**config.mk**
```make
export PLATFORM = sky130hd
export DESIGN_NAME = pidvi_seq
export DESIGN_NICKNAME = d
export VERILOG_FILES = /design/src/sv/pidvi_pkg.sv /design/src/sv/pidvi_seq.sv
export SDC_FILE = /design/constraint.sdc
export NUM_CORES = 1
export LEC_CHECK = 0
export ABC_CLOCK_PERIOD_IN_PS = 4900
export BUFFER_PORTS_ARGS = -buffer_cell sky130_fd_sc_hd__clkbuf_2
export CORE_AREA = 2 2 39 41
export DETAILED_ROUTE_END_ITERATION = 7
export DIE_AREA = 0 0 41 43
export PLACE_DENSITY = 0.7
export SYNTH_ARGS = -nofsm -noshare
export SYNTH_HDL_FRONTEND = slang
export SYNTH_SLANG_ARGS = --single-unit
```
**constraint.sdc**
```tcl
create_clock -name i_clk -period 4.9 [get_ports i_clk]
set_input_delay 1.47 -clock i_clk [delete_from_list [all_inputs] [get_ports i_clk]]
set_output_delay 1.47 -clock i_clk [all_outputs]
set_load 0.1 [all_outputs]
```
**src/sv/pidvi_pkg.sv**
```systemverilog
`timescale 1ns / 1ps
// ============================================================================
// pidvi_pkg: shared types and microcode for the variable-integral PID
// Register indexes, control word layout and the sequencer program.
// ============================================================================
package pidvi_pkg;

    localparam int SAMPLE_W = 16;
    localparam int GAIN_W   = 24;
    localparam int THR_W    = 15;
    localparam int ERR_W    = SAMPLE_W + 1;
    localparam int WGT_W    = 17;
    localparam int OUT_W    = 32;
    localparam int MUL_A_W  = GAIN_W + 1;
    localparam int MUL_B_W  = OUT_W + 1;
    localparam int PROD_W   = MUL_A_W + MUL_B_W;
    localparam int FRAC_SH  = 12;
    localparam int CFG_IDX_W = 3;
    localparam int CFG_DAT_W = GAIN_W;

    localparam int DIV_STEPS = 16;
    localparam int DIV_CNT_W = $clog2(DIV_STEPS);
    localparam logic [DIV_CNT_W-1:0] DIV_LAST = DIV_CNT_W'(DIV_STEPS - 1);

    localparam logic [CFG_IDX_W-1:0] CFG_SETPOINT    = 3'd0;
    localparam logic [CFG_IDX_W-1:0] CFG_PROP_GAIN   = 3'd1;
    localparam logic [CFG_IDX_W-1:0] CFG_INTEG_GAIN  = 3'd2;
    localparam logic [CFG_IDX_W-1:0] CFG_DERIV_GAIN  = 3'd3;
    localparam logic [CFG_IDX_W-1:0] CFG_ERR_ABS_MAX = 3'd4;
    localparam logic [CFG_IDX_W-1:0] CFG_ERR_ABS_MIN = 3'd5;

    localparam logic [SAMPLE_W-1:0] RST_SETPOINT    = 16'd17920;
    localparam logic [GAIN_W-1:0]   RST_PROP_GAIN   = 24'd4096000;
    localparam logic [GAIN_W-1:0]   RST_INTEG_GAIN  = 24'd204800;
    localparam logic [GAIN_W-1:0]   RST_DERIV_GAIN  = 24'd819;
    localparam logic [THR_W-1:0]    RST_ERR_ABS_MAX = 15'd230;
    localparam logic [THR_W-1:0]    RST_ERR_ABS_MIN = 15'd26;

    localparam logic [WGT_W-1:0] WGT_ONE = 17'h10000;

    localparam int STEP_W = 4;
    localparam logic [STEP_W-1:0] STEP_IDLE  = 4'd0;
    localparam logic [STEP_W-1:0] STEP_CLASS = 4'd1;
    localparam logic [STEP_W-1:0] STEP_DIV   = 4'd2;
    localparam logic [STEP_W-1:0] STEP_MULW  = 4'd3;
    localparam logic [STEP_W-1:0] STEP_INTEG = 4'd4;
    localparam logic [STEP_W-1:0] STEP_MULP  = 4'd5;
    localparam logic [STEP_W-1:0] STEP_MULI  = 4'd6;
    localparam logic [STEP_W-1:0] STEP_MULD  = 4'd7;
    localparam logic [STEP_W-1:0] STEP_SUBD  = 4'd8;
    localparam logic [STEP_W-1:0] STEP_EMIT  = 4'd9;

    typedef enum logic [2:0] {
        OP_NONE,
        OP_LOAD,
        OP_CLASS,
        OP_DIV,
        OP_INTEG,
        OP_EMIT
    } t_dp_op;

    typedef enum logic [1:0] {
        MUL_W,
        MUL_P,
        MUL_I,
        MUL_D
    } t_mul_sel;

    typedef enum logic [1:0] {
        ACC_HOLD,
        ACC_LOAD,
        ACC_ADD,
        ACC_SUB
    } t_acc_op;

    typedef enum logic [2:0] {
        BR_NEXT,
        BR_IN,
        BR_CLS,
        BR_DIV,
        BR_OUT,
        BR_JMP
    } t_br;

    typedef struct packed {
        t_dp_op             op;
        t_mul_sel           mul;
        t_acc_op            acc;
        t_br                br;
        logic [STEP_W-1:0]  target;
    } t_uop;

    typedef struct packed {
        logic in_fire;
        logic w_clamp;
        logic div_last;
        logic out_free;
    } t_cond;

    function automatic t_uop uop_rom(input logic [STEP_W-1:0] step);
        t_uop u;
        u = '{op: OP_NONE, mul: MUL_W, acc: ACC_HOLD, br: BR_NEXT, target: STEP_IDLE};
        case (step)
            STEP_IDLE: begin
                u.op = OP_LOAD;
                u.br = BR_IN;
            end
            STEP_CLASS: begin
                u.op     = OP_CLASS;
                u.br     = BR_CLS;
                u.target = STEP_MULW;
            end
            STEP_DIV: begin
                u.op = OP_DIV;
                u.br = BR_DIV;
            end
            STEP_MULW: begin
                u.mul = MUL_W;
            end
            STEP_INTEG: begin
                u.op = OP_INTEG;
            end
            STEP_MULP: begin
                u.mul = MUL_P;
            end
            STEP_MULI: begin
                u.mul = MUL_I;
                u.acc = ACC_LOAD;
            end
            STEP_MULD: begin
                u.mul = MUL_D;
                u.acc = ACC_ADD;
            end
            STEP_SUBD: begin
                u.acc = ACC_SUB;
            end
            STEP_EMIT: begin
                u.op     = OP_EMIT;
                u.br     = BR_OUT;
                u.target = STEP_IDLE;
            end
            default: begin
                u.br     = BR_JMP;
                u.target = STEP_IDLE;
            end
        endcase
        return u;
    endfunction

endpackage

```
**src/sv/pidvi_seq.sv**
```systemverilog
`timescale 1ns / 1ps
// ============================================================================
// pidvi_seq: microcode sequencer
// Step counter and control store; picks the next step from branch conditions.
// ============================================================================
module pidvi_seq
    import pidvi_pkg::*;
(
    input  logic  i_clk,
    input  logic  i_rst_n,
    input  t_cond i_cond,
    output t_uop  o_uop
);

    logic [STEP_W-1:0] r_step;
    logic [STEP_W-1:0] n_step;
    logic [STEP_W-1:0] step_inc;

    assign o_uop    = uop_rom(r_step);
    assign step_inc = r_step + 1'b1;

    always_comb begin
        case (o_uop.br)
            BR_NEXT: n_step = step_inc;
            BR_IN:   n_step = i_cond.in_fire  ? step_inc     : r_step;
            BR_CLS:  n_step = i_cond.w_clamp  ? o_uop.target : step_inc;
            BR_DIV:  n_step = i_cond.div_last ? step_inc     : r_step;
            BR_OUT:  n_step = i_cond.out_free ? o_uop.target : r_step;
            BR_JMP:  n_step = o_uop.target;
            default: n_step = STEP_IDLE;
        endcase
    end

    always_ff @(posedge i_clk) begin
        if (!i_rst_n) begin
            r_step <= STEP_IDLE;
        end else begin
            r_step <= n_step;
        end
    end

endmodule

```
Word level (Yosys, flattened, before mapping)
Index checks and enable logic that the tools add are counted.
- add/subtract/negate cells: 1
- $mul: 0
- divide/modulo/power cells: 0
- order comparisons: 0
- equal/unequal tests: 17
- shift-type cells: 0
- mux-type cells: 10
- bitwise gates (word level): 0
- reduce and logical (&&, ||, !) cells: 4
- operators by type and width (operator ; number):
    $pmux W3 S5 ; 2
    $pmux W4 S6 ; 1
    $eq A4 B3 Y1 const B ; 4
    $mux W4 ; 4
    $pmux W2 S3 ; 2
    $eq A4 B2 Y1 const B ; 2
    $eq A4 B4 Y1 const B ; 2
    $eq A3 B2 Y1 const B ; 2
    $eq A3 B3 Y1 const B ; 2
    $ne A2 B2 Y1 const B ; 3
    $reduce_or A6 Y1 ; 1
    $add A4 B1 Y4 const B ; 1
    $eq A4 B1 Y1 const B ; 1
    $logic_not A4 Y1 ; 1
    $eq A3 B1 Y1 const B ; 1
    $logic_not A3 Y1 ; 1
    $reduce_and A3 Y1 ; 1
    $mux W2 ; 1
- register bits after elaboration: 4
- bits in latches: 0
- RAM bits: 0
- bits in read-only memories: 0
- input port bits: 6
- output and inout bits: 14
- word-level logic and storage cells: 33
- memories: 0

Depth between registers and ports, before layout
- depth after elaboration: 6
- depth in mapped cells: 7
- depth with buffers taken out: 6

Worst setup path after synthesis
Ideal clock, no wire load.
- kind: flip-flop to output port
- from: register r_step[1]
- to: output port o_uop[13] (netlist bit)
- data arrival time: 2951 ps
- slack: 479 ps
- stages on the path, launching flop included: 6
- path buffers: 1
- path through: dfxtp_1 -> inv_1 -> ha_1 -> buf_2 -> nand2_1 -> o21ai_0
- RTL lines (item ; line ; text):
    start: declaration ; pidvi_seq.sv:15 ; logic [STEP_W-1:0] r_step;
    start signal: assignment ; pidvi_seq.sv:38 ; r_step <= n_step;
    end: declaration ; pidvi_seq.sv:12 ; output t_uop o_uop

==> results.json <==
{
  "min_period_over_period_pct": 72.2,
  "num_antenna_cells": 0,
  "synth_seq_cells": 4,
  "slew_violations": 0,
  "clk_transition_reported_paths_ps": 40,
  "end_kind": "output pin",
  "grt_pass1_vias": 356,
  "antenna_found_initial": 0,
  "grt_pass1_wl_mm": 1.50,
  "layout_min_cycle_time_ps": 3540,
  "max_cap_violations": 0,
  "hold_path.class": "register to register",
  "top_regs": "r_step (4)",
  "worst-path-max-fanout": 12,
  "tritoncts": "done",
  "numCtsBuffers": 3,
  "largest_register": "r_step",
  "gp_congestion": 0.702,
  "cp-start-kind": "register",
  "hold_buffers": 0,
  "tightest_slew_ps": 542,
  "synth_edf_count": 0,
  "yosysSeqAreaShare_pct": 16.2,
  "fmax_ghz": 0.283,
  "syn-cell-area_um2": 495,
  "setup_tns_ps": 0,
  "final_antenna_net_count": 0,
  "synth.distinct_cells": 28,
  "synth-async-reset-ratio_pct": 0,
  "rsz0062_at_grt": "false",
  "synth_area_per_cell_um2": 7.62,
  "die_area_um2": 1760,
  "skew_ps": 1.71,
  "fill_cells": 150,
  "outcome": "finished, final reports clean",
  "synth-main-ff-cell": "dfxtp_1",
  "crit_required_ps": 3430,
  "portBuffers": 17,
  "worstSkewPairLatency_ps": 240,
  "fp.dieW_um": 41,
  "syn-instance-count": 65,
  "area_delta_synth_final_pct": 16.7,
  "wirelength_mm": 1.02,
  "dp_slack_ps": 1610,
  "drt_pre_antenna_iters": 4,
  "row_count": 14,
  "ios": 20,
  "track_usage_pct": 12.2,
  "routed_via_density": 4.97,
  "postCtsSetupRepairBufs": 0,
  "via_count": 472,
  "start_util_pct": 35.8,
  "wl_per_cell_um": 10.7,
  "cts_buffer_depth": 2,
  "core-area_um2": 1380,
  "htree_num_levels": 1,
  "cts_resized": 0,
  "drive_above_1_share_pct": 31.6,
  "dp_hpwl_um": 777,
  "grt_max_degree": 13,
  "r2r_slack_ps": 3010,
  "finalNetCount": 91,
  "yosysWarningCount": 0,
  "gr-total-overflow": 0,
  "drtIter0Drc": 9,
  "path_class": "register to output pin",
  "worstPathArrival_ps": 2070,
  "hold_violations": 0,
  "setup_slack_ps": 1360,
  "fp.dieH_um": 43,
  "largest_reg_flops": 4,
  "slew_headroom_pct": 64.0,
  "route.detailed.drc": 0,
  "finalSetupViolCount": 0,
  "cts.sinks": 4,
  "root_buffer": "clkbuf_4"
}
==> metal layers <==
layer  routed length [um]  GRT usage (%)  up-vias  share of wire [%]
met4                    0           4.00        0                  0
met3                   62           4.71        0                6.1
met5                    0              0        -                  0
met1                  469           13.7      212                 46
li1                     -              -      248                  -
met2                  483           20.0       12                 48
==> cell type report <==
cell class                 instances  area (um2)  area share (%)
clock buffer                       3        22.5            3.90
inverter                           2        7.51            1.30
multi-input combinational         53         363            62.8
sequential                         4        80.1            13.9
tap                               16        20.0            3.46
timing repair buffer              17        85.1            14.7
==> cells in the mapped netlist (all sizes together), types with 2 or more instances <==
cell type  n  area (um2)
nor2b      2        12.5
ha         4        50.1
mux2i      2        20.0
o21a       6        45.0
a21o       2        15.0
inv        2        7.51
a21oi      3        15.0
nor2       7        26.3
buf        7        48.8
o21ai      5        25.0
dfxtp      4        80.1
nor4b      2        23.8
nand2      7        26.3
==> layout by cell type (no fill, tap or decap) <==
cell | netlist | routed
a21o_1 | 2 | 2
a21oi_1 | 3 | 3
and2_1 | 1 | 1
and3_1 | 1 | 1
and4_1 | 1 | 1
clkbuf_2 | 0 | 17
clkbuf_4 | 0 | 3
conb_1 | 1 | 2
dfxtp_1 | 4 | 4
ha_1 | 4 | 4
inv_1 | 2 | 2
mux2i_1 | 2 | 2
nand2_1 | 7 | 7
nand2b_1 | 1 | 1
nor2_1 | 7 | 7
nor2b_1 | 2 | 2
nor3_1 | 1 | 1
nor3b_2 | 1 | 1
nor4_2 | 1 | 1
nor4b_1 | 1 | 1
nor4b_2 | 1 | 1
o21a_1 | 6 | 6
o21ai_0 | 5 | 5
o31ai_2 | 1 | 1
or2_1 | 1 | 1
or3_4 | 1 | 1
xor2_1 | 1 | 1
==> through the flow <==
step                hold WS (ps)  instances  cell area (um2)  utilization (%)
floorplan                    476         66              499                -
global placement             494         92              556             40.1
detailed placement           513         92              556             40.1
CTS                          519         95              578             41.8
global route                 555         95              578             41.8
finish                       513         95              578             41.8
==> worst max-delay path, cell delays in order, from the launching register on <==
cell and delay (ps):
dfxtp_1 380, inv_1 80, ha_1 330, nor4_2 410, or3_4 200, clkbuf_2 440
==> cells by family (layout without fill, tap and decap cells) <==
| logic type | Yosys count | count (layout) | synth area share (%) |
|---|---|---|---|
| multiplexers | 2 | 2 | 4.04 |
| XOR/XNOR | 1 | 1 | 1.77 |
| adder cells (fa/ha/maj) | 4 | 4 | 10.1 |
| other | 1 | 2 | 0.757 |
| AND/OR/NAND/NOR | 27 | 27 | 33.1 |
| flip-flops | 4 | 4 | 16.2 |
| AO/OA/AOI/OAI | 17 | 17 | 22.7 |
| buffers and inverters | 9 | 22 | 11.4 |
==> path summary, 6_finish.rpt <==
kind,from,to,cells after the start
max,r_step[1]$_SDFFE_PN0P_,o_uop[6],5
max reg2reg,r_step[1]$_SDFFE_PN0P_,r_step[2]$_SDFFE_PN0P_,6
min reg2reg,r_step[0]$_SDFFE_PN0P_,r_step[0]$_SDFFE_PN0P_,2
min,r_step[0]$_SDFFE_PN0P_,r_step[0]$_SDFFE_PN0P_,2
Power is not shown: default switching activity piles up to over one toggle a cycle in this logic, so the estimate is an artifact.
